## config.mk

```make
export PLATFORM = sky130hd
export DESIGN_NAME = hcd_div
export DESIGN_NICKNAME = d
export VERILOG_FILES = /design/src/sv/hcd_pkg.sv /design/src/sv/hcd_div.sv
export SDC_FILE = /design/constraint.sdc
export NUM_CORES = 1
export LEC_CHECK = 0
export BUFFER_PORTS_ARGS = -buffer_cell sky130_fd_sc_hd__buf_2
export CORE_MARGIN = 2
export CORE_UTILIZATION = 30
export CTS_BUF_LIST = sky130_fd_sc_hd__clkbuf_8 sky130_fd_sc_hd__clkbuf_16
export CTS_CLUSTER_DIAMETER = 80
export DETAILED_ROUTE_END_ITERATION = 7
export SLEW_MARGIN = 20
export SYNTH_ARGS = -nofsm -noshare
export SYNTH_HDL_FRONTEND = slang
export SYNTH_SLANG_ARGS = --single-unit
```

## constraint.sdc

```tcl
create_clock -name clk -period 6.8 [get_ports clk]
set_input_delay 0.34 -clock clk [delete_from_list [all_inputs] [get_ports clk]]
set_output_delay 0.34 -clock clk [all_outputs]
set_load 0.05 [all_outputs]
```

## src/sv/hcd_pkg.sv

```systemverilog
package hcd_pkg;

  // Fixed field widths of the transactions.
  localparam int PIX_W = 32;
  localparam int DVD_W = 48;
  localparam int DVS_W = 32;
  localparam int Q_ONE = 65536;

  typedef struct packed {
    logic [2:0]         command;
    logic [5:0]         row;
    logic [5:0]         col;
    logic signed [31:0] pixel_in;
  } in_item_t;

  typedef struct packed {
    logic signed [31:0] pixel_out;
    logic [15:0]        iterations_done;
    logic [2:0]         stop_reason;
    logic [5:0]         peak_row;
    logic [5:0]         peak_col;
    logic signed [31:0] peak_value;
  } out_item_t;

  localparam logic [2:0] CMD_WR_MAP   = 3'd0;
  localparam logic [2:0] CMD_WR_BEAM  = 3'd1;
  localparam logic [2:0] CMD_RUN      = 3'd2;
  localparam logic [2:0] CMD_RD_CLEAN = 3'd3;
  localparam logic [2:0] CMD_RD_RES   = 3'd4;

  localparam logic [2:0] REG_LOOP_GAIN = 3'd0;
  localparam logic [2:0] REG_NOISE     = 3'd1;
  localparam logic [2:0] REG_MAX_ITER  = 3'd2;
  localparam logic [2:0] REG_AVG_FACT  = 3'd3;
  localparam logic [2:0] REG_POS_ONLY  = 3'd4;

  localparam logic [2:0] STOP_AVERAGE   = 3'd0;
  localparam logic [2:0] STOP_NOISE     = 3'd1;
  localparam logic [2:0] STOP_ITER      = 3'd2;
  localparam logic [2:0] STOP_NOT_FALL  = 3'd3;
  localparam logic [2:0] STOP_BEAM_ZERO = 3'd4;

  typedef enum logic [3:0] {
    ST_IDLE,
    ST_RD,
    ST_FIN,
    ST_SWEEP,
    ST_CHK0,
    ST_CHK1,
    ST_MUL,
    ST_DIVS,
    ST_DIVW,
    ST_ADDRD,
    ST_ADDWR,
    ST_DONE
  } hcd_state_t;

  typedef enum logic [1:0] {
    SW_BEAM,
    SW_MAP,
    SW_SUB
  } hcd_sweep_t;

  function automatic logic signed [31:0] sat32(input logic signed [63:0] v);
    logic signed [31:0] r;
    if (v > 64'sh0000_0000_7FFF_FFFF) begin
      r = 32'sh7FFF_FFFF;
    end else if (v < -64'sh0000_0000_8000_0000) begin
      r = 32'sh8000_0000;
    end else begin
      r = v[31:0];
    end
    return r;
  endfunction

  function automatic logic [31:0] mag32(input logic signed [31:0] v);
    logic [31:0] r;
    r = v[31] ? 32'(-v) : 32'(v);
    return r;
  endfunction

endpackage

```

## src/sv/hcd_div.sv

```systemverilog
module hcd_div (
  input  logic                         clk,
  input  logic                         rst_n,
  input  logic                         start,
  input  logic [hcd_pkg::DVD_W-1:0]    dividend,
  input  logic [hcd_pkg::DVS_W-1:0]    divisor,
  output logic                         done,
  output logic [hcd_pkg::DVD_W-1:0]    quotient
);
  import hcd_pkg::*;

  localparam int CNT_W = $clog2(DVD_W);

  logic             busy_r, busy_nxt;
  logic             done_r, done_nxt;
  logic [CNT_W-1:0] cnt_r, cnt_nxt;
  logic [DVS_W-1:0] rem_r, rem_nxt;
  logic [DVD_W-1:0] quo_r, quo_nxt;
  logic [DVS_W:0]   trial;

  // Restoring division, one quotient bit per cycle.
  always_comb begin
    busy_nxt = busy_r;
    done_nxt = 1'b0;
    cnt_nxt  = cnt_r;
    rem_nxt  = rem_r;
    quo_nxt  = quo_r;
    trial    = {rem_r, quo_r[DVD_W-1]};
    if (start) begin
      busy_nxt = 1'b1;
      cnt_nxt  = '0;
      rem_nxt  = '0;
      quo_nxt  = dividend;
    end else if (busy_r) begin
      if (trial >= {1'b0, divisor}) begin
        rem_nxt = DVS_W'(trial - {1'b0, divisor});
        quo_nxt = {quo_r[DVD_W-2:0], 1'b1};
      end else begin
        rem_nxt = trial[DVS_W-1:0];
        quo_nxt = {quo_r[DVD_W-2:0], 1'b0};
      end
      cnt_nxt = cnt_r + 1'b1;
      if (cnt_r == CNT_W'(DVD_W - 1)) begin
        busy_nxt = 1'b0;
        done_nxt = 1'b1;
      end
    end
  end

  always_ff @(posedge clk) begin
    if (!rst_n) begin
      busy_r <= 1'b0;
      done_r <= 1'b0;
    end else begin
      busy_r <= busy_nxt;
      done_r <= done_nxt;
    end
    cnt_r <= cnt_nxt;
    rem_r <= rem_nxt;
    quo_r <= quo_nxt;
  end

  assign done     = done_r;
  assign quotient = quo_r;

endmodule

```

==> flow_summary.toml, run 1 <==
[run_status]
outcome = "complete, no violations"

[clocking]
clock_tree_root_buffer_cell = "sky130_fd_sc_hd__clkbuf_16"
post_cts_buffers = 0
cts.reportedPaths.clkPinSlew_ns = 0.07
tritoncts = "built"
cts_max_level = 3
max-clock-path-buffers = 2
numClockSinks = 88
post_cts_resize_count = 0
clkLatencyLatePin_ns = 0.35
tritoncts.num_buffers = 9
cts_hold_repair.buffers = 0

[power_and_ir_drop]
cellLeakagePower_nw = 2.96
design_power_total_mw = 1.65
peakVddDrop_v = 0.000114
power_per_cell_area_nw_per_um2 = 239

[finish]
flow.area_growth_from_synthesis_pct = 19.6
layout.area.seq_um2 = 2240
fin_cells = 956
num-fill-cells = 1942
final_core_util_pct = 36.8
multi_input_comb_area_um2 = 3230
final_area_um2 = 6920
fraction_of_final_layout_cells_sized_beyond_drive_strength_1_pct = 30.3
diodes = 0
nets = 808

[logic_synthesis]
ys_seq_area_share_pct = 38.7
synth_commonest_cells = "sky130_fd_sc_hd__nor2_1, sky130_fd_sc_hd__edfxtp_1, sky130_fd_sc_hd__mux2_2, sky130_fd_sc_hd__dfxtp_1, sky130_fd_sc_hd__inv_1"
fraction_of_synthesis_flops_using_an_asynchronous_set_or_reset_pin_pct = 0
post-synth-top-count-cell = "sky130_fd_sc_hd__nor2_1"
post_synth_instance_area_um2 = 5790
synth_fa_ha_area_share_pct = 7.48
synth-xor-area-share_pct = 4.54
synth_enable_flop_cells = 48
post-synth-top-area-fraction_pct = 24.9
synth.net_count = 695
yosysWarningCount = 0
flip_flop_cell_with_the_highest_count_after_synthesis = "sky130_fd_sc_hd__edfxtp_1"
cell_taking_the_most_area_after_synthesis = "sky130_fd_sc_hd__edfxtp_1"
synth.lib_cells_used.distinct = 65
netlist_top_cells_area = "sky130_fd_sc_hd__edfxtp_1, sky130_fd_sc_hd__dfxtp_1, sky130_fd_sc_hd__mux2_2"
ys_ff_latch = 88
postSynthCellCount = 578
synth_simple_gate_area_share_pct = 11.6
compound_gate_fraction_of_synth_area_pct = 18.0
post_synth_mux_area_share_pct = 14.0
syn_avg_cell_area_um2 = 10.0
dominant_combinational_cell_family_by_area_after_synthesis = "compound AO/OA/AOI/OAI gates"

[detailed_routing]
drt_iter0_drc = 207
detailedRoute.firstPassIterationCount = 4
detail_route.wirelength_mm = 14.4
viasPerCell = 4.89
postRouteAntennaNets = 0
vias = 4671
avgRoutedWirePerCell_um = 15.0
drt_drc_violations_left = 0

[global_routing]
largest_net_degree_at_the_start_of_global_routing = 67
groute.layer.met3.usage_pct = 2.92
global_route.overflow_total = 0
grtUsageMet2_pct = 22.6
grt.met1_usage_pct = 18.8
top_usage_layer = "met2"
total_global_routing_track_utilization_pct = 13.9
wire_length_of_the_first_global_routing_pass_mm = 22.7
grt_pass1_vias = 4506
initial_antenna_violation_count = 1

[place]
detailedPlace.worstSlack_ns = 3.09
post-place-cells = 940
post-dp-hpwl_mm = 10.5
post_dp_cell_area_um2 = 6620
placement.io_buffers = 131
gpl.final_weighted_congestion = 0.799

[job]
maxCapViolations = 0

[worst_setup_path]
critPathBufInv = 0
r2r.worst_path.cells = 9
critical_path_peak_fanout = 36
crit_path_max_incr_delay_ns = 0.80
worst_setup_path_end_kind = "flip-flop"
reg2reg_setup_slack_ns = 3.20
path_cells = "ha_1, nand4_1, nor4b_1, a31oi_1, and3_1, a31oi_4, a211o_2, o311ai_0, a311oi_1"
critical-path-top-delay-family = "compound AO/OA/AOI/OAI gates"
worst-setup-path-type = "flip-flop to flip-flop"
crit_path_top_delay_cell = "sky130_fd_sc_hd__a211o_2"
critical_path.startpoint_type = "flip-flop"
r2r_start = "rem_r[16]$_SDFFE_PP0P_"
critPathArrivalTime_ns = 3.85
regToRegEndpoint = "rem_r[27]$_SDFFE_PP0P_"
critical_path_required_ns = 7.05

[worst_hold_path]
hp-class = "primary input to flip-flop"
hold-path-endpoint = "done$_SDFF_PP0_"
hold_path_depth = 3
hold_path_startpoint = "rst_n"

[sta]
timing.clock.skew_ns = 0.0148
post-route-min-period_ns = 3.60
slew_at_the_pin_closest_to_its_max_slew_limit_ns = 1.04
setup_tns_ns = 0
final.period_utilization_pct = 53.0
finalMaxSlewViolations = 0
max_clock_freq_ghz = 0.278
grt_setup_unrepaired = "no"
hold_slack_ns = 0.218
setup_violations = 0
slew_headroom_pct = 30.8
finalHoldViolations = 0
final_worst_setup_slack_ns = 3.20

[die]
top_level_ports = 132
die_area_um2 = 20400
core_area_um2 = 18800
floorplan.die.height_um = 143
die_width_um = 143
std_cell_rows = 50
initial_core_utilization_pct = 30.8
[power breakdown]
part	leakage [nW]	switching, mW	total [mW]	internal (mW)
Combinational	1.99	0.311	0.490	0.179
Clock	0.154	0.225	0.514	0.290
Sequential	0.812	0.0299	0.648	0.618
Total	2.96	0.565	1.65	1.09
[layout by cell type, fill, tap and decap left out, types with 4 or more instances in the layout]
| cell type | Yosys | layout |
|---|---|---|
| sky130_fd_sc_hd__a211oi_1 | 30 | 30 |
| sky130_fd_sc_hd__a21o_1 | 10 | 10 |
| sky130_fd_sc_hd__a21oi_1 | 31 | 31 |
| sky130_fd_sc_hd__a31oi_1 | 5 | 5 |
| sky130_fd_sc_hd__and3_1 | 4 | 4 |
| sky130_fd_sc_hd__buf_2 | 4 | 130 |
| sky130_fd_sc_hd__clkbuf_16 | 0 | 9 |
| sky130_fd_sc_hd__dfxtp_1 | 40 | 39 |
| sky130_fd_sc_hd__edfxtp_1 | 48 | 48 |
| sky130_fd_sc_hd__ha_1 | 33 | 33 |
| sky130_fd_sc_hd__inv_1 | 40 | 40 |
| sky130_fd_sc_hd__mux2_2 | 48 | 48 |
| sky130_fd_sc_hd__mux2i_1 | 24 | 24 |
| sky130_fd_sc_hd__nand2_1 | 30 | 30 |
| sky130_fd_sc_hd__nand2b_1 | 7 | 7 |
| sky130_fd_sc_hd__nand4_1 | 11 | 11 |
| sky130_fd_sc_hd__nor2_1 | 49 | 49 |
| sky130_fd_sc_hd__nor2b_1 | 7 | 7 |
| sky130_fd_sc_hd__nor3_1 | 7 | 7 |
| sky130_fd_sc_hd__o211ai_1 | 5 | 5 |
| sky130_fd_sc_hd__o21ai_0 | 19 | 19 |
| sky130_fd_sc_hd__o21bai_1 | 8 | 8 |
| sky130_fd_sc_hd__xnor2_1 | 14 | 14 |
| sky130_fd_sc_hd__xor2_1 | 16 | 16 |
[worst max path at each step]
| stage | start | endpoint | slack, ns | cells past startpoint |
|---|---|---|---|---|
| 6_report | rem_r[16]$_SDFFE_PP0P_ | rem_r[27]$_SDFFE_PP0P_ | 3.20 | 9 |
| 5_1_grt | rem_r[13]$_SDFFE_PP0P_ | rem_r[27]$_SDFFE_PP0P_ | 2.71 | 9 |
| 4_1_cts | rem_r[16]$_SDFFE_PP0P_ | rem_r[27]$_SDFFE_PP0P_ | 3.19 | 9 |
| 2_1_floorplan | quotient[47]$_DFFE_PP_ | rem_r[26]$_SDFFE_PP0P_ | 3.77 | 11 |
| 3_3_place_gp | divisor[17] | rem_r[27]$_SDFFE_PP0P_ | 3.18 | 11 |
| 3_5_place_dp | divisor[17] | rem_r[27]$_SDFFE_PP0P_ | 3.09 | 11 |
[routing by layer]
| layer | routed length, um | part of all wire [%] |
|---|---|---|
| met4 | 174 | 1.2 |
| met1 | 6820 | 47 |
| met3 | 530 | 3.7 |
| met5 | 13 | 0.091 |
| met2 | 6820 | 48 |
[worst reg2reg max path, cell delays in order (launching register included)]
cell                       delay, ns
sky130_fd_sc_hd__dfxtp_1        0.33
sky130_fd_sc_hd__ha_1           0.44
sky130_fd_sc_hd__nand4_1        0.22
sky130_fd_sc_hd__nor4b_1        0.49
sky130_fd_sc_hd__a31oi_1        0.16
sky130_fd_sc_hd__and3_1         0.23
sky130_fd_sc_hd__a31oi_4        0.22
sky130_fd_sc_hd__a211o_2        0.80
sky130_fd_sc_hd__o311ai_0       0.31
sky130_fd_sc_hd__a311oi_1       0.31
[flip-flops by register name (all words and copies together) (netlist names)]
signal	cells
rem_r	32
busy_r	1
done	1
quotient	48
cnt_r	6
[area by class of cell]
class	count	share of cell area, %
multi-input combinational	419	46.6
sequential	88	32.4
timing repair buffer	133	9.72
tap	260	4.70
clock buffer	9	3.25
inverter	40	2.17
clock inverter	7	1.17
[cell families after synthesis]
group / count (synthesis)
buf+inv: 71
fa+ha+maj: 34
xor+xnor: 30
mux: 74
compound gates: 144
flops: 88
simple gates: 137
(Power assumes the default switching activity.)
==> inputs of run 2 (changes only) <==
clock period = 3.7 ns   (was 6.8 ns; I/O delays follow)
==> flow_summary.toml, run 2 (synthesis gave the netlist of run 1 again) <==
[die]
top_level_ports = 132
initial_core_utilization_pct = 30.8
die_width_um = 143
core_area_um2 = 18800
floorplan.die.height_um = 143
die_area_um2 = 20400
std_cell_rows = 50

[global_routing]
wire_length_of_the_first_global_routing_pass_mm = 23.0
grt_pass1_vias = 4513
total_global_routing_track_utilization_pct = 14.3
largest_net_degree_at_the_start_of_global_routing = 66
initial_antenna_violation_count = 3
global_route.overflow_total = 0

[finish]
largest_register_ff_count = 48
nets = 811
fraction_of_final_layout_cells_sized_beyond_drive_strength_1_pct = 30.8
flow.area_growth_from_synthesis_pct = 19.8
final_area_um2 = 6940
mostFrequentLayoutCell = "sky130_fd_sc_hd__buf_2"
final_core_util_pct = 36.8
layout_common_cells = "sky130_fd_sc_hd__buf_2, sky130_fd_sc_hd__nor2_1, sky130_fd_sc_hd__mux2_2, sky130_fd_sc_hd__edfxtp_1"
fin_cells = 961

[sta]
post-route-min-period_ns = 3.28
grt_setup_unrepaired = "no"
hold_slack_ns = 0.0546
max_clock_freq_ghz = 0.305
slew_headroom_pct = 44.6
final_worst_setup_slack_ns = 0.416
slew_at_the_pin_closest_to_its_max_slew_limit_ns = 0.831
finalMaxSlewViolations = 0
setup_tns_ns = 0
final.period_utilization_pct = 88.7
setup_violations = 0
finalHoldViolations = 0
timing.clock.skew_ns = 0.00691

[worst_setup_path]
critPathBufInv = 1
critical_path.startpoint_type = "flip-flop"
r2r.worst_path.cells = 10
worst-setup-path-type = "flip-flop to flip-flop"
crit_path_max_incr_delay_ns = 0.55
worst_setup_path_end_kind = "flip-flop"
path_cells = "ha_1, nand3_1, or4_1, a21oi_2, o31ai_4, a31oi_4, a211o_2, buf_4, mux2i_1, a211oi_1"
critPathArrivalTime_ns = 3.49
critical_path_depth = 10
critical-path-top-delay-family = "compound AO/OA/AOI/OAI gates"
critical_path_peak_fanout = 23
crit_path_top_delay_cell = "sky130_fd_sc_hd__or4_1"
critical_path_required_ns = 3.91

[clocking]
tritoncts.num_buffers = 9
cts.reportedPaths.clkPinSlew_ns = 0.07
cts_max_level = 3
clock_tree_root_buffer_cell = "sky130_fd_sc_hd__clkbuf_16"
numClockSinks = 88
tritoncts = "built"
post_cts_buffers = 0
max-clock-path-buffers = 2
post_cts_resize_count = 0
cts_hold_repair.buffers = 0
clkLatencyLatePin_ns = 0.36

[detailed_routing]
drt_iter0_drc = 304
viasPerCell = 4.88
avgRoutedWirePerCell_um = 14.9
drt_drc_violations_left = 0
vias = 4692
detail_route.wirelength_mm = 14.3
postRouteAntennaNets = 0
detailedRoute.firstPassIterationCount = 4

[power_and_ir_drop]
design_power_total_mw = 3.02
peakVddDrop_v = 0.000237
cellLeakagePower_nw = 2.96
power_per_cell_area_nw_per_um2 = 435

[run_status]
outcome = "complete, no violations"

[worst_hold_path]
hold_path_depth = 3
hp-class = "primary input to flip-flop"

[job]
maxCapViolations = 0

[place]
gpl.final_weighted_congestion = 0.836
post-place-cells = 943
post-dp-hpwl_mm = 10.6
post_dp_cell_area_um2 = 6640
detailedPlace.worstSlack_ns = 0.409
placement.io_buffers = 131
==> run 2: path summary, 6_finish.rpt <==
check / startpoint / slack, ns / endpoint
hold reg to reg: rem_r[25]$_SDFFE_PP0P_ / 0.50 / rem_r[25]$_SDFFE_PP0P_
setup / recovery: rem_r[6]$_SDFFE_PP0P_ / 0.42 / rem_r[15]$_SDFFE_PP0P_
hold / removal: rst_n / 0.05 / done$_SDFF_PP0_
setup reg to reg: rem_r[6]$_SDFFE_PP0P_ / 0.42 / rem_r[15]$_SDFFE_PP0P_
==> run 2: report_power, final <==
part	switching, mW	leakage (nW)	internal (mW)	total (mW)
Combinational	0.574	2.01	0.333	0.907
Sequential	0.0552	0.812	1.14	1.19
Clock	0.447	0.141	0.475	0.922
==> run 2: layout make-up <==
class	instances	area (um^2)
timing repair buffer	136	696
clock buffer	9	225
inverter	40	151
antenna	2	5.00
sequential	88	2240
clock inverter	7	65.1
multi-input combinational	419	3230
tap	260	325
fill	1921	11900
==> run 2: routing by layer <==
metal	track usage, %	routed length, um	part of all wire, %	vias up
li1	-	-	-	2398
met1	18.5	6600	46	2152
met2	22.8	6590	46	116
met3	3.52	778	5.4	24
met4	5.52	331	2.3	2
met5	0	7	0.049	-
==> run 2: tightest hold or removal path, delay by kind of cell <==
family        cells  cell delay, ns
buf+inv           1            0.11
simple gates      2            0.08
