--- config.mk ---
export PLATFORM = sky130hd
export DESIGN_NAME = hcd_peak
export DESIGN_NICKNAME = d
export VERILOG_FILES = /design/src/sv/hcd_pkg.sv /design/src/sv/hcd_peak.sv
export SDC_FILE = /design/constraint.sdc
export NUM_CORES = 1
export LEC_CHECK = 0
export BUFFER_PORTS_ARGS = -buffer_cell sky130_fd_sc_hd__buf_2
export CAP_MARGIN = 30
export CORE_MARGIN = 3
export CORE_UTILIZATION = 40
export CTS_CLUSTER_SIZE = 20
export DETAILED_ROUTE_END_ITERATION = 8
export HOLD_SLACK_MARGIN = 0.06
export PLACE_DENSITY_LB_ADDON = 0.2
export SLEW_MARGIN = 10
export SYNTH_ARGS = -nofsm -noshare
export SYNTH_HDL_FRONTEND = slang
export SYNTH_SLANG_ARGS = --single-unit
--- constraint.sdc ---
create_clock -name clk -period 6.35 [get_ports clk]
set_input_delay 0.635 -clock clk [delete_from_list [all_inputs] [get_ports clk]]
set_output_delay 0.635 -clock clk [all_outputs]
set_load 0.1 [all_outputs]
--- src/sv/hcd_pkg.sv ---
package hcd_pkg;

  // Fixed field widths of the transactions.
  localparam int PIX_W = 32;
  localparam int DVD_W = 48;
  localparam int DVS_W = 32;
  localparam int Q_ONE = 65536;

  typedef struct packed {
    logic [2:0]         command;
    logic [5:0]         row;
    logic [5:0]         col;
    logic signed [31:0] pixel_in;
  } in_item_t;

  typedef struct packed {
    logic signed [31:0] pixel_out;
    logic [15:0]        iterations_done;
    logic [2:0]         stop_reason;
    logic [5:0]         peak_row;
    logic [5:0]         peak_col;
    logic signed [31:0] peak_value;
  } out_item_t;

  localparam logic [2:0] CMD_WR_MAP   = 3'd0;
  localparam logic [2:0] CMD_WR_BEAM  = 3'd1;
  localparam logic [2:0] CMD_RUN      = 3'd2;
  localparam logic [2:0] CMD_RD_CLEAN = 3'd3;
  localparam logic [2:0] CMD_RD_RES   = 3'd4;

  localparam logic [2:0] REG_LOOP_GAIN = 3'd0;
  localparam logic [2:0] REG_NOISE     = 3'd1;
  localparam logic [2:0] REG_MAX_ITER  = 3'd2;
  localparam logic [2:0] REG_AVG_FACT  = 3'd3;
  localparam logic [2:0] REG_POS_ONLY  = 3'd4;

  localparam logic [2:0] STOP_AVERAGE   = 3'd0;
  localparam logic [2:0] STOP_NOISE     = 3'd1;
  localparam logic [2:0] STOP_ITER      = 3'd2;
  localparam logic [2:0] STOP_NOT_FALL  = 3'd3;
  localparam logic [2:0] STOP_BEAM_ZERO = 3'd4;

  typedef enum logic [3:0] {
    ST_IDLE,
    ST_RD,
    ST_FIN,
    ST_SWEEP,
    ST_CHK0,
    ST_CHK1,
    ST_MUL,
    ST_DIVS,
    ST_DIVW,
    ST_ADDRD,
    ST_ADDWR,
    ST_DONE
  } hcd_state_t;

  typedef enum logic [1:0] {
    SW_BEAM,
    SW_MAP,
    SW_SUB
  } hcd_sweep_t;

  function automatic logic signed [31:0] sat32(input logic signed [63:0] v);
    logic signed [31:0] r;
    if (v > 64'sh0000_0000_7FFF_FFFF) begin
      r = 32'sh7FFF_FFFF;
    end else if (v < -64'sh0000_0000_8000_0000) begin
      r = 32'sh8000_0000;
    end else begin
      r = v[31:0];
    end
    return r;
  endfunction

  function automatic logic [31:0] mag32(input logic signed [31:0] v);
    logic [31:0] r;
    r = v[31] ? 32'(-v) : 32'(v);
    return r;
  endfunction

endpackage

--- src/sv/hcd_peak.sv ---
module hcd_peak #(
  parameter int AW = 12,
  parameter int RW = 6,
  parameter int CW = 6
) (
  input  logic                clk,
  input  logic                rst_n,
  input  logic                clr,
  input  logic                vld,
  input  logic                pos_only,
  input  logic signed [31:0]  val,
  input  logic [AW-1:0]       k,
  input  logic [RW-1:0]       row,
  input  logic [CW-1:0]       col,
  output logic signed [31:0]  best_val,
  output logic [AW-1:0]       best_k,
  output logic [RW-1:0]       best_row,
  output logic [CW-1:0]       best_col
);
  import hcd_pkg::*;

  logic               have_r, have_nxt;
  logic signed [31:0] val_r, val_nxt;
  logic [AW-1:0]      k_r, k_nxt;
  logic [RW-1:0]      row_r, row_nxt;
  logic [CW-1:0]      col_r, col_nxt;
  logic               better;

  // Strictly greater wins, so the first pixel in raster order keeps ties.
  always_comb begin
    better   = pos_only ? (val > val_r) : (mag32(val) > mag32(val_r));
    have_nxt = have_r;
    val_nxt  = val_r;
    k_nxt    = k_r;
    row_nxt  = row_r;
    col_nxt  = col_r;
    if (clr) begin
      have_nxt = 1'b0;
    end else if (vld && (!have_r || better)) begin
      have_nxt = 1'b1;
      val_nxt  = val;
      k_nxt    = k;
      row_nxt  = row;
      col_nxt  = col;
    end
  end

  always_ff @(posedge clk) begin
    if (!rst_n) begin
      have_r <= 1'b0;
    end else begin
      have_r <= have_nxt;
    end
    val_r <= val_nxt;
    k_r   <= k_nxt;
    row_r <= row_nxt;
    col_r <= col_nxt;
  end

  assign best_val = val_r;
  assign best_k   = k_r;
  assign best_row = row_r;
  assign best_col = col_r;

endmodule

==> results.md, run 1 <==
- Max_cap viols: 0
- Root buffer cell: clkbuf_16
- I/O pin count: 117
- Clock Sinks: 57
- Internal power: 881 uW
- Hold path depth: 1
- Dpl hpwl: 9.05 mm
- Layout Skew: 0.00648 ns
- CP startpoint: best_val[0]$_DFFE_PP_
- Synth Cell Area: 4500 um2
- Ant diodes: 0
- Final count of negative-setup-slack endpoints: 0
- Total CTS buffers: 9
- Clk buf depth: 2
- Pin count of the biggest net entering global routing: 34
- Required @ worst endpoint: 6.34 ns
- First-pass GRT wire length: 18.9 mm
- Critical path cell sequence: inv_1 -> ha_1 -> nor2b_1 -> nand4_1 -> or4_4 -> or3_1 -> o41ai_1 -> xnor2_1 -> ha_1 -> nand4_1 -> or4_1 -> a311oi_1 -> o311ai_0 -> nand3_2 -> buf_4
- Final Total Pwr: 1.42 mW
- Final Max Slew Viols: 0
- WP depth: 15
- Post-CTS Hold Fix Bufs: 0
- WL final: 11.7 mm
- Port bufs: 116
- Clock Power Share: 35.4%
- Hold crit path type: input port to register
- Die ar.: 12600 um2
- Top delay family on crit path: simple AND/OR/NAND/NOR gates
- End of the critical path: best_k[7]$_DFFE_PP_
- Multi-input logic area: 2630 um2
- Core Area: 10900 um2
- PwrDens: 254 nW/um2
- Reg-to-Reg Start: best_val[0]$_DFFE_PP_
- Synth Warn #: 0
- Crit path time final: 4.91 ns
- WP buf/inv: 2
- Worst reg2reg setup slack: 1.44 ns
- Mean Syn Cell Area: 10.3 um2
- TritonRoute pass-1 iters: 4
- Slowest stage delay, CP: 0.52 ns
- Antenna violations before repair: 0
- Net count of the mapped netlist: 561
- Yosys reg bits: 57
- Largest fanout on the critical path: 31
- Drt initial violations: 188
- CP Class: register to register
- Ratio of cells with drive above 1 in the final layout: 26.1%
- RSZ-0062 raised after global routing: false
- Register area: 1700 um2
- Worst-margin pin slew: 0.662 ns
- CP endpoint kind: register
- TritonCTS clock tree: built
- Relative slew slack: 55.5%
- # rows: 38
- Fmax: 204 MHz
- Setup TNS: 0 ns
- Clk_lat worst skew: 0.34 ns
- Post-synth top flop: edfxtp_1
- Die Y-Extent: 112 um
- Starting Density: 41.1%
- Via density per instance: 5.47
- Switching pwr: 536 uW
- Sequential share of power: 32.9%
- Total GRT Usage: 18.9%
- Worst path slowest cell: or4_1
- Syn Inst Count: 435
- GRT Residual Overflow: 0
- EDFF count, synth: 56
- LEAKAGE: 2.36 nW
- Antenna Nets Post-Route: 0
- Critical Path AT: 4.90 ns
- Asr flop ratio synth: 0%
- Max H-tree Level: 3
- Combinational share of power: 31.8%
- Synth-to-Final Area Change: 23.8%
- Distinct cells, synth: 45
- Postcts setup bufs: 0
- Fin. Hold Viols: 0
- Post-synthesis sequential area ratio: 37.8%
- Max VDD drop: 0.122 mV
- Worst-case reg-to-reg path depth: 15
- Clock-pin slew on the worst setup and hold paths: 0.06 ns
- Status: completed
- Gpl congestion: 0.856
- WL per Instance: 16.6 um
- DRC: 0
- Switching share of total power: 37.8%
- Die W: 112 um
- Cts repair resizes: 0
- Worst r2r dst: best_k[7]$_DFFE_PP_
- Vias in the first global route: 3888
- Worst setup SP type: register
- Tcrit/Tclk final: 77.3%
- Final net count: 685
- Fill cell count: 1025
- Vias: 3850
Yosys cell counts, drive strengths merged (2+ instances only):
master | count | area (um2)
edfxtp | 56 | 1680
xor2 | 2 | 17.5
nand4 | 20 | 131
a31oi | 2 | 12.5
o31ai | 15 | 113
ha | 65 | 813
or4 | 10 | 82.6
nand3 | 9 | 45.0
o41ai | 9 | 93.8
inv | 40 | 150
o211ai | 3 | 22.5
a31o | 2 | 17.5
a221oi | 2 | 17.5
xnor2 | 56 | 490
nor2b | 3 | 18.8
a21oi | 32 | 160
nand2 | 32 | 120
clkbuf | 5 | 18.8
a21o | 3 | 22.5
o21ai | 24 | 120
nor4 | 10 | 98.8
nor3 | 6 | 30.0
or3 | 5 | 36.3
nor2 | 6 | 22.5
o21a | 2 | 15.0
a22oi | 2 | 15.0
o211a | 2 | 20.0
stage by stage:
stage	cells	instance area [um2]	utilization, %	hold WS [ns]	setup slack [ns]
3_5_place_dp	687	5250	48.0	0.499	1.16
3_3_place_gp	687	5250	48.0	0.482	1.38
4_1_cts	703	5550	50.8	0.461	1.42
5_1_grt	704	5570	50.9	0.456	1.09
6_report	704	5570	50.9	0.472	1.44
2_1_floorplan	435	4500	-	0.472	0.246
state kept, by name (all words and copies together), names as in the netlist:
| name | count |
|---|---|
| best_col | 6 |
| best_k | 12 |
| have_r | 1 |
| best_row | 6 |
| best_val | 32 |
placed cells by master (no fill, tap or decap), types with 2 or more instances in the layout:
master / instances
inv_1: 40
xnor2_1: 56
a221oi_1: 2
edfxtp_1: 56
a21oi_1: 32
o41ai_2: 2
nand4_1: 19
a31o_2: 2
or4_4: 2
o21ai_0: 24
nor4_1: 7
inv_6: 3
clkinv_4: 2
a31oi_1: 2
a22oi_1: 2
o31ai_1: 15
nand3_1: 8
a21o_1: 3
o41ai_1: 7
o21a_1: 2
xor2_1: 2
nor4_4: 2
nor3_1: 6
ha_1: 65
nand2_1: 32
or4_1: 8
or3_1: 4
nor2b_1: 3
buf_4: 2
o211ai_1: 3
buf_2: 116
clkbuf_16: 9
o211a_1: 2
nor2_1: 6
layer usage:
| metal | track usage, % | up-vias | routed length, um |
|---|---|---|---|
| li1 | - | 1919 | - |
| met1 | 23.6 | 1799 | 5240 |
| met2 | 31.5 | 105 | 5640 |
| met3 | 4.04 | 27 | 472 |
| met4 | 8.25 | 0 | 314 |
| met5 | 0 | - | 0 |
worst register-to-register path: cells and delay by family (launching register included):
family | cells | cell delay [ns]
buffers and inverters | 2 | 0.48
xor gates and xnor gates | 1 | 0.12
adders and majority gates | 2 | 0.53
and+or+nand+nor | 7 | 2.17
DFF | 1 | 0.47
AOI/OAI and AO/OA | 3 | 0.79
layout make-up:
class / instances / area share [%]
multi-input combinational: 332 / 47.2
sequential: 57 / 30.6
tap: 140 / 3.15
clock inverter: 7 / 1.39
inverter: 40 / 2.70
timing repair buffer: 119 / 11.0
clock buffer: 9 / 4.04
power by group through the flow:
stage	registers [mW]	clock network (mW)	logic [mW]
after floorplan	0.634	0	0.182
after global placement	0.473	0	0.440
after detailed placement	0.475	0	0.448
after CTS	0.467	0.514	0.450
after global routing	0.469	0.530	0.490
final	0.465	0.501	0.450
worst min-delay path by stage:
stage                                       end                 from
after CTS                   best_k[2]$_DFFE_PP_                 k[2]
after detailed placement    have_r$_SDFFE_PP0P_  have_r$_SDFFE_PP0P_
after global placement      have_r$_SDFFE_PP0P_  have_r$_SDFFE_PP0P_
after global routing      best_row[5]$_DFFE_PP_               row[5]
after floorplan             have_r$_SDFFE_PP0P_  have_r$_SDFFE_PP0P_
final                       best_k[2]$_DFFE_PP_                 k[2]
logic make-up after synthesis:
logic type / after synthesis / synth area share [%]
and+or+nand+nor: 105 / 13.7
AOI/OAI and AO/OA: 103 / 15.0
adders and majority gates: 65 / 18.1
xor gates and xnor gates: 58 / 11.3
DFF: 57 / 37.8
buffers and inverters: 46 / 3.84
muxes: 1 / 0.223
(Power assumes the default switching activity.)
==> run 2, diff against run 1 <==
--- a/config.mk
+++ b/config.mk
@@ -5,6 +5,7 @@
 export SDC_FILE = /design/constraint.sdc
 export NUM_CORES = 1
 export LEC_CHECK = 0
+export ABC_AREA = 1
 export BUFFER_PORTS_ARGS = -buffer_cell sky130_fd_sc_hd__buf_2
 export CAP_MARGIN = 30
 export CORE_MARGIN = 3
==> constraint.sdc (replaced) <==
create_clock -name clk -period 4.85 [get_ports clk]
set_input_delay 0.485 -clock clk [delete_from_list [all_inputs] [get_ports clk]]
set_output_delay 0.485 -clock clk [all_outputs]
set_load 0.1 [all_outputs]
==> run 2 against run 1 <==
Non-clock buffer count fell by 1. Die area is 12% higher. Clock skew barely moved. Combinational power is 9.3% higher. Final area grew 11%. Power up 23%. Setup slack got worse by 0.59 ns. Count of clock-buffer cells in the layout grew 1. Critical path type unchanged. Fmax up 23%. Largest power group unchanged. Flip-flop and latch count did not move. Core utilization fell by 0.21 points.
==> results.md, run 2 <==
- Status: completed (unchanged)
- Synth Cell Area: 5080 um2 (was 4500 um2)
- Antenna violations before repair: 0 (unchanged)
- Routed wl met2: 6.13 mm (was 5.64 mm)
- Pin count of the biggest net entering global routing: 46 (was 34)
- Top layer used by detailed routing: met4 (unchanged)
- WL final: 13.7 mm (was 11.7 mm)
- RSZ-0062 raised after global routing: false (unchanged)
- WL per Instance: 14.7 um (was 16.6 um)
- GRT Residual Overflow: 0 (unchanged)
- Post-synthesis sequential area ratio: 33.5% (was 37.8%)
- Root buffer cell: clkbuf_16 (unchanged)
- Worst-case reg-to-reg path depth: 17 (was 15)
- Vias: 4595 (was 3850)
- Final Max Slew Viols: 0 (unchanged)
- Worst setup SP type: register (unchanged)
- Gpl congestion: 0.900 (was 0.856)
- Max_cap viols: 0 (unchanged)
- TritonCTS clock tree: built (unchanged)
- Final std cells w/o fill: 932 (was 704)
- Worst r2r dst: best_col[1]$_DFFE_PP_ (was best_k[7]$_DFFE_PP_)
- Asr flop ratio synth: 0% (unchanged)
- Slowest stage delay, CP: 0.48 ns (was 0.52 ns)
- Synth Warn #: 0 (unchanged)
- Post-synth top flop: edfxtp_1 (unchanged)
- CP endpoint kind: register (unchanged)
- Critical path cell sequence: nor2_1 -> nand3_1 -> nor2_1 -> nand4_1 -> nor2_1 -> xor2_1 -> o21ai_0 -> ha_1 -> nand2_1 -> nor2_1 -> nand2_1 -> nor2_1 -> nand2_1 -> nand2_1 -> a21oi_1 -> a21oi_4 -> buf_12 (was inv_1 -> ha_1 -> nor2b_1 -> nand4_1 -> or4_4 -> or3_1 -> o41ai_1 -> xnor2_1 -> ha_1 -> nand4_1 -> or4_1 -> a311oi_1 -> o311ai_0 -> nand3_2 -> buf_4)
- Total GRT Usage: 19.7% (was 18.9%)
- EDFF count, synth: 56 (unchanged)
- Reg-to-Reg Start: best_val[22]$_DFFE_PP_ (was best_val[0]$_DFFE_PP_)
- Final count of negative-setup-slack endpoints: 0 (unchanged)
- Synth-to-Final Area Change: 21.9% (was 23.8%)
- Net count of the mapped netlist: 763 (was 561)
- Clock Sinks: 57 (unchanged)
- Worst-margin pin slew: 0.655 ns (was 0.662 ns)
- Fin. Hold Viols: 0 (unchanged)
- Setup TNS: 0 ns (unchanged)
- Drt initial violations: 245 (was 188)
- Die W: 119 um (was 112 um)
- Crit path time final: 4.00 ns (was 4.91 ns)
- Hold path startpoint: k[9] (was k[2])
- Clk_lat worst skew: 0.32 ns (was 0.34 ns)
- Post-Route M1 WL: 6.23 mm (was 5.24 mm)
- Most frequent cell after synthesis: nand2_1 (was ha_1)
- Top post-synthesis cells by count: nand2_1, inv_1, nor2_1 (was ha_1, edfxtp_1, xnor2_1)
- Fill cell count: 1218 (was 1025)
- Cts repair resizes: 0 (unchanged)
- Max VDD drop: 0.203 mV (was 0.122 mV)
- Post-route cell area: 6190 um2 (was 5570 um2)
- Relative slew slack: 56.1% (was 55.5%)
- LEAKAGE: 3.07 nW (was 2.36 nW)
- Vias in the first global route: 4702 (was 3888)
- Hold path depth: 1 (unchanged)
- # rows: 40 (was 38)
- Die ar.: 14100 um2 (was 12600 um2)
- Tcrit/Tclk final: 82.4% (was 77.3%)
- Fmax: 250 MHz (was 204 MHz)
- Total CTS buffers: 9 (unchanged)
- Area leader, netlist: edfxtp_1 (unchanged)
- Yosys reg bits: 57 (unchanged)
- Die Y-Extent: 119 um (was 112 um)
- Dpl hpwl: 11.0 mm (was 9.05 mm)
- Hold Slack: 0.336 ns (was 0.472 ns)
- Layout Skew: 0.00626 ns (was 0.00648 ns)
- Max H-tree Level: 3 (unchanged)
- Routed wl met3: 1.06 mm (was 472 um)
- Yosys top cell area share: 33.1% (was 37.4%)
- Commonest non-fill, non-tap cell in the layout: nand2_1 (was buf_2)
- Final Total Pwr: 1.75 mW (was 1.42 mW)
- Mean Syn Cell Area: 7.97 um2 (was 10.3 um2)
- PwrDens: 282 nW/um2 (was 254 nW/um2)
- Pre-CTS WS: 0.759 ns (was 1.16 ns)
- Hold crit path type: input port to register (unchanged)
- Critical Path AT: 4.00 ns (was 4.90 ns)
- Register area: 1700 um2 (unchanged)
- Core Area: 12200 um2 (was 10900 um2)
- Clock-pin slew on the worst setup and hold paths: 0.05 ns (was 0.06 ns)
- Largest fanout on the critical path: 45 (was 31)
- Ant diodes: 0 (unchanged)
- Required @ worst endpoint: 4.85 ns (was 6.34 ns)
- Top delay family on crit path: simple AND/OR/NAND/NOR gates (unchanged)
- Most frequent CP cell: nor2_1
- Fin util: 50.7% (was 50.9%)
- Worst setup margin: 0.851 ns (was 1.44 ns)
- Distinct cells, synth: 43 (was 45)
- Syn Inst Count: 637 (was 435)
- Port bufs: 116 (unchanged)
- TritonRoute pass-1 iters: 5 (was 4)
- Antenna Nets Post-Route: 0 (unchanged)
- CP Class: register to register (unchanged)
- Hold Path End: best_k[9]$_DFFE_PP_ (was best_k[2]$_DFFE_PP_)
- Starting Density: 41.6% (was 41.1%)
- Commonest cells after routing, fill and taps aside: nand2_1, buf_2, inv_1, nor2_1, ha_1 (was buf_2, ha_1, xnor2_1, edfxtp_1, inv_1)
- Max reg flops: 32 (unchanged)
- Post-DP Area: 5880 um2 (was 5250 um2)
- Cells after DPL: 916 (was 687)
- I/O pin count: 117 (unchanged)
- Synth area leaders: edfxtp_1, ha_1, nand2_1 (was edfxtp_1, ha_1, xnor2_1)
- First-pass GRT wire length: 22.4 mm (was 18.9 mm)
- Post-CTS Hold Fix Bufs: 0 (unchanged)
- WP buf/inv: 1 (was 2)
- Ratio of cells with drive above 1 in the final layout: 21.7% (was 26.1%)
- Via density per instance: 4.93 (was 5.47)
- Postcts setup bufs: 0 (unchanged)
- Worst reg2reg setup slack: 0.85 ns (was 1.44 ns)
- Multi-input logic area: 2970 um2 (was 2630 um2)
- Clk buf depth: 2 (unchanged)
- DRC: 0 (unchanged)
- CP startpoint: best_val[22]$_DFFE_PP_ (was best_val[0]$_DFFE_PP_)
- Worst path slowest cell: edfxtp_1 (was or4_1)
- Final net count: 885 (was 685)
-- run 2: cell types whose count changed after synthesis, sizes merged, moves of 5 or more --
cell,change
nand2,+105
nor2,+72
inv,+63
xnor2,-52
xor2,+47
nand3,+21
o31ai,-13
nand4,-10
or4,-10
o41ai,-8
nor3,+6
a21oi,+5
nor4,-5
or3,-5
-- run 2: routing by layer --
layer  GRT usage (%)  up-vias
met5               0        -
met4            7.82        0
met3            4.74       19
met2            31.4      166
met1            25.6     2071
li1                -     2339
-- run 2: final cells by class --
type / instances / share of cell area [%]
Sequential cell: 57 / 27.5
Tap cell: 168 / 3.39
Inverter: 104 / 6.30
Clock buffer: 10 / 3.70
Clock inverter: 6 / 1.33
Multi-Input combinational cell: 469 / 48.0
Timing Repair Buffer: 118 / 9.82
-- run 2: worst max path at each step --
stage               slack, ns  cells after the start                endpoint
finish                   0.85                     17   best_col[1]$_DFFE_PP_
global route             0.60                     21  best_val[30]$_DFFE_PP_
CTS                      0.86                     12   best_col[1]$_DFFE_PP_
detailed placement       0.76                     23     best_k[9]$_DFFE_PP_
global placement         0.91                     23   best_val[1]$_DFFE_PP_
floorplan                0.47                     20   best_col[0]$_DFFE_PP_
-- run 2: worst register-to-register path: stages, from the launching register on --
cell and delay (ns):
edfxtp_1 0.48, nor2_1 0.37, nand3_1 0.19, nor2_1 0.21
nand4_1 0.12, nor2_1 0.34, xor2_1 0.17, o21ai_0 0.10
ha_1 0.31, nand2_1 0.05, nor2_1 0.11, nand2_1 0.08
nor2_1 0.13, nand2_1 0.07, nand2_1 0.05, a21oi_1 0.09
a21oi_4 0.44, buf_12 0.33
-- run 2: kinds of logic (layout without fill, tap and decap cells) --
kind of cell	count (synthesis)	after routing	share of synthesized area, %
buffers and inverters	111	238	8.23
AOI/OAI and AO/OA	74	74	8.43
xor gates and xnor gates	53	53	9.14
adders and majority gates	65	65	16.0
and+or+nand+nor	277	277	24.7
DFF	57	57	33.5
-- run 2: power by group --
group          switching (mW)  total [mW]  internal, mW  leakage, nW
combinational           0.355       0.492         0.137         2.39
clock                   0.224       0.671         0.447        0.152
sequential             0.0141       0.583         0.569        0.532
==> run 3, diff against run 2 <==
==> constraint.sdc (replaced) <==
create_clock -name clk -period 3.51 [get_ports clk]
set_input_delay 0.351 -clock clk [delete_from_list [all_inputs] [get_ports clk]]
set_output_delay 0.351 -clock clk [all_outputs]
set_load 0.1 [all_outputs]
==> run 3 against run 2 <==
The run now ends with negative setup slack left. Clock power grew 30%. First-iteration DRC count grew 40%. Sequential share of layout area shrank 2.0 points. Wire length grew 6.0%. Global-route usage grew 0.50 points. Hold slack lost 0.15 ns. Critical endpoint is now best_val[24]$_DFFE_PP_. Core utilization grew 4.0 points. Sequential power grew 38%. Non-clock buffer count grew 31. Register-to-register slack lost 0.86 ns. Via count grew 4.7%.
==> results.md, run 3 (synthesis gave the netlist of run 2 again) <==
- Worst-margin pin slew: 0.498 ns (was 0.655 ns)
- Combinational share of power: 31.1% (was 28.2%)
- Clk_lat worst skew: 0.34 ns (was 0.32 ns)
- Post-DP Area: 6070 um2 (was 5880 um2)
- Dpl hpwl: 11.1 mm (was 11.0 mm)
- Commonest cells after routing, fill and taps aside: nand2_1, buf_2, inv_1, nor2_1, ha_1 (unchanged)
- Multi-input logic area: 3130 um2 (was 2970 um2)
- Register area: 1700 um2 (unchanged)
- DRC: 0 (unchanged)
- Switching share of total power: 35.7% (was 34.0%)
- Antenna Nets Post-Route: 0 (unchanged)
- Final Max Slew Viols: 0 (unchanged)
- Starting Density: 41.6% (unchanged)
- Largest fanout on the critical path: 8 (was 45)
- Core Area: 12200 um2 (unchanged)
- Max VDD drop: 0.315 mV (was 0.203 mV)
- First-pass GRT wire length: 22.8 mm (was 22.4 mm)
- Clock Power Share: 35.8% (was 38.4%)
- TritonRoute pass-1 iters: 5 (unchanged)
- Final net count: 916 (was 885)
- Vias in the first global route: 4739 (was 4702)
- Failing checks: negative setup slack
- Die ar.: 14100 um2 (unchanged)
- CP endpoint kind: register (unchanged)
- Clock-pin slew on the worst setup and hold paths: 0.06 ns (was 0.05 ns)
- Max reg flops: 32 (unchanged)
- Total GRT Usage: 20.2% (was 19.7%)
- Die Y-Extent: 119 um (unchanged)
- Synth-to-Final Area Change: 31.5% (was 21.9%)
- Sequential share of power: 33.1% (was 33.4%)
- WL final: 14.5 mm (was 13.7 mm)
- LEAKAGE: 3.27 nW (was 3.07 nW)
- Clock Sinks: 57 (unchanged)
- Internal power: 1.57 mW (was 1.15 mW)
- Critical Path AT: 3.57 ns (was 4.00 ns)
- Max H-tree Level: 3 (unchanged)
- Final count of negative-setup-slack endpoints: 29 (was 0)
- Pin count of the biggest net entering global routing: 27 (was 46)
- Gpl congestion: 0.906 (was 0.900)
- Post-route cell area: 6680 um2 (was 6190 um2)
- Drt initial violations: 343 (was 245)
- Die W: 119 um (unchanged)
- Vias: 4810 (was 4595)
- Antenna violations before repair: 0 (unchanged)
- WL per Instance: 15.1 um (was 14.7 um)
- Worst setup margin: -0.0118 ns (was 0.851 ns)
- Crit path time final: 3.52 ns (was 4.00 ns)
- GRT Residual Overflow: 0 (unchanged)
- Fin. Hold Viols: 0 (unchanged)
- Max_cap viols: 0 (unchanged)
- Hold crit path type: input port to register (unchanged)
- Relative slew slack: 67.1% (was 56.1%)
- Fmax: 284 MHz (was 250 MHz)
- RSZ-0062 raised after global routing: true (was false)
- Status: complete, but fails checks (was completed)
- TritonCTS clock tree: built (unchanged)
- CP Class: register to register (unchanged)
- Total CTS buffers: 9 (unchanged)
- # rows: 40 (unchanged)
- Switching pwr: 870 uW (was 593 uW)
- I/O pin count: 117 (unchanged)
- Ratio of cells with drive above 1 in the final layout: 28.1% (was 21.7%)
- Pre-CTS WS: -0.105 ns (was 0.759 ns)
- Final Total Pwr: 2.44 mW (was 1.75 mW)
- Layout Skew: 0.00575 ns (was 0.00626 ns)
- Worst setup SP type: register (unchanged)
- Commonest non-fill, non-tap cell in the layout: nand2_1 (unchanged)
- Fill cell count: 1183 (was 1218)
- PwrDens: 365 nW/um2 (was 282 nW/um2)
- Root buffer cell: clkbuf_16 (unchanged)
- Tcrit/Tclk final: 100% (was 82.4%)
- Clk buf depth: 2 (unchanged)
- Fin util: 54.7% (was 50.7%)
- Ant diodes: 0 (unchanged)
- Port bufs: 116 (unchanged)
- Via density per instance: 4.99 (was 4.93)
- Required @ worst endpoint: 3.56 ns (was 4.85 ns)
==> run 3: cell count changes in the layout (fill, tap and decap cells not counted), moves of 5 or more <==
cell	change
buf_4	+21
nor2_1	-7
nand2_1	-6
nand2_2	+5
nor2_4	+5
==> run 3: worst paths after layout <==
path,startpoint,slack (ns),end,cells past startpoint
max,best_val[2]$_DFFE_PP_,-0.01,best_val[24]$_DFFE_PP_,25
min,clr,0.19,have_r$_SDFFE_PP0P_,2
max reg2reg,best_val[2]$_DFFE_PP_,-0.01,best_val[24]$_DFFE_PP_,25
min reg2reg,have_r$_SDFFE_PP0P_,0.53,have_r$_SDFFE_PP0P_,2
==> run 3: what timing repair did <==
item | in CTS | in global routing
endpoints found under the setup margin | 10 | 56
gates resized for setup | 0 | 37
buffers inserted | 1 | 4
gates cloned | 0 | 5
pin swaps | 1 | 18
hold buffers | 0 | 0
==> run 3: area by class of cell <==
class	count	share of cell area [%]
Tap cell	168	3.15
Timing Repair Buffer	149	14.3
Clock buffer	9	3.37
Multi-Input combinational cell	469	46.8
Clock inverter	7	1.07
Sequential cell	57	25.5
Inverter	104	5.84
==> run 3: layer usage <==
metal	vias to the layer above	track usage, %	share of wire (%)
met4	0	7.53	2.3
met1	2204	26.7	45
met2	179	31.7	46
met3	27	5.17	6.5
li1	2400	-	-
met5	-	0	0
==> run 3: stage by stage <==
step	TNS, ns	hold slack (ns)	std cells
2_1_floorplan	-41.93	0.423	637
3_3_place_gp	-1.68	0.494	937
3_5_place_dp	-4.84	0.516	937
4_1_cts	0	0.169	954
5_1_grt	-8.18	0.171	963
6_report	-0.182	0.186	963
==> run 3: critical path: stages (launching register included) <==
cell,delay [ns]
edfxtp_1,0.46
nor2_4,0.18
buf_6,0.12
nand2_4,0.05
nor2_4,0.07
inv_2,0.05
nor2_4,0.11
nand2_2,0.09
nor2_4,0.25
buf_6,0.14
nor2_1,0.04
xor2_1,0.15
inv_1,0.07
ha_1,0.29
nand2_2,0.08
nor2_4,0.12
nand2_2,0.08
inv_1,0.06
nand2_1,0.04
nand2_1,0.05
nand2_1,0.04
nand2_1,0.08
a21oi_2,0.08
a21oi_4,0.17
buf_12,0.18
clkbuf_16,0.17
==> run 3: power groups by stage <==
stage	registers (mW)	clock network, mW	logic [mW]
3_5_place_dp	0.818	0	0.696
5_1_grt	0.809	0.923	0.833
2_1_floorplan	1.02	0	0.307
6_report	0.805	0.873	0.758
4_1_cts	0.805	0.896	0.701
3_3_place_gp	0.817	0	0.680
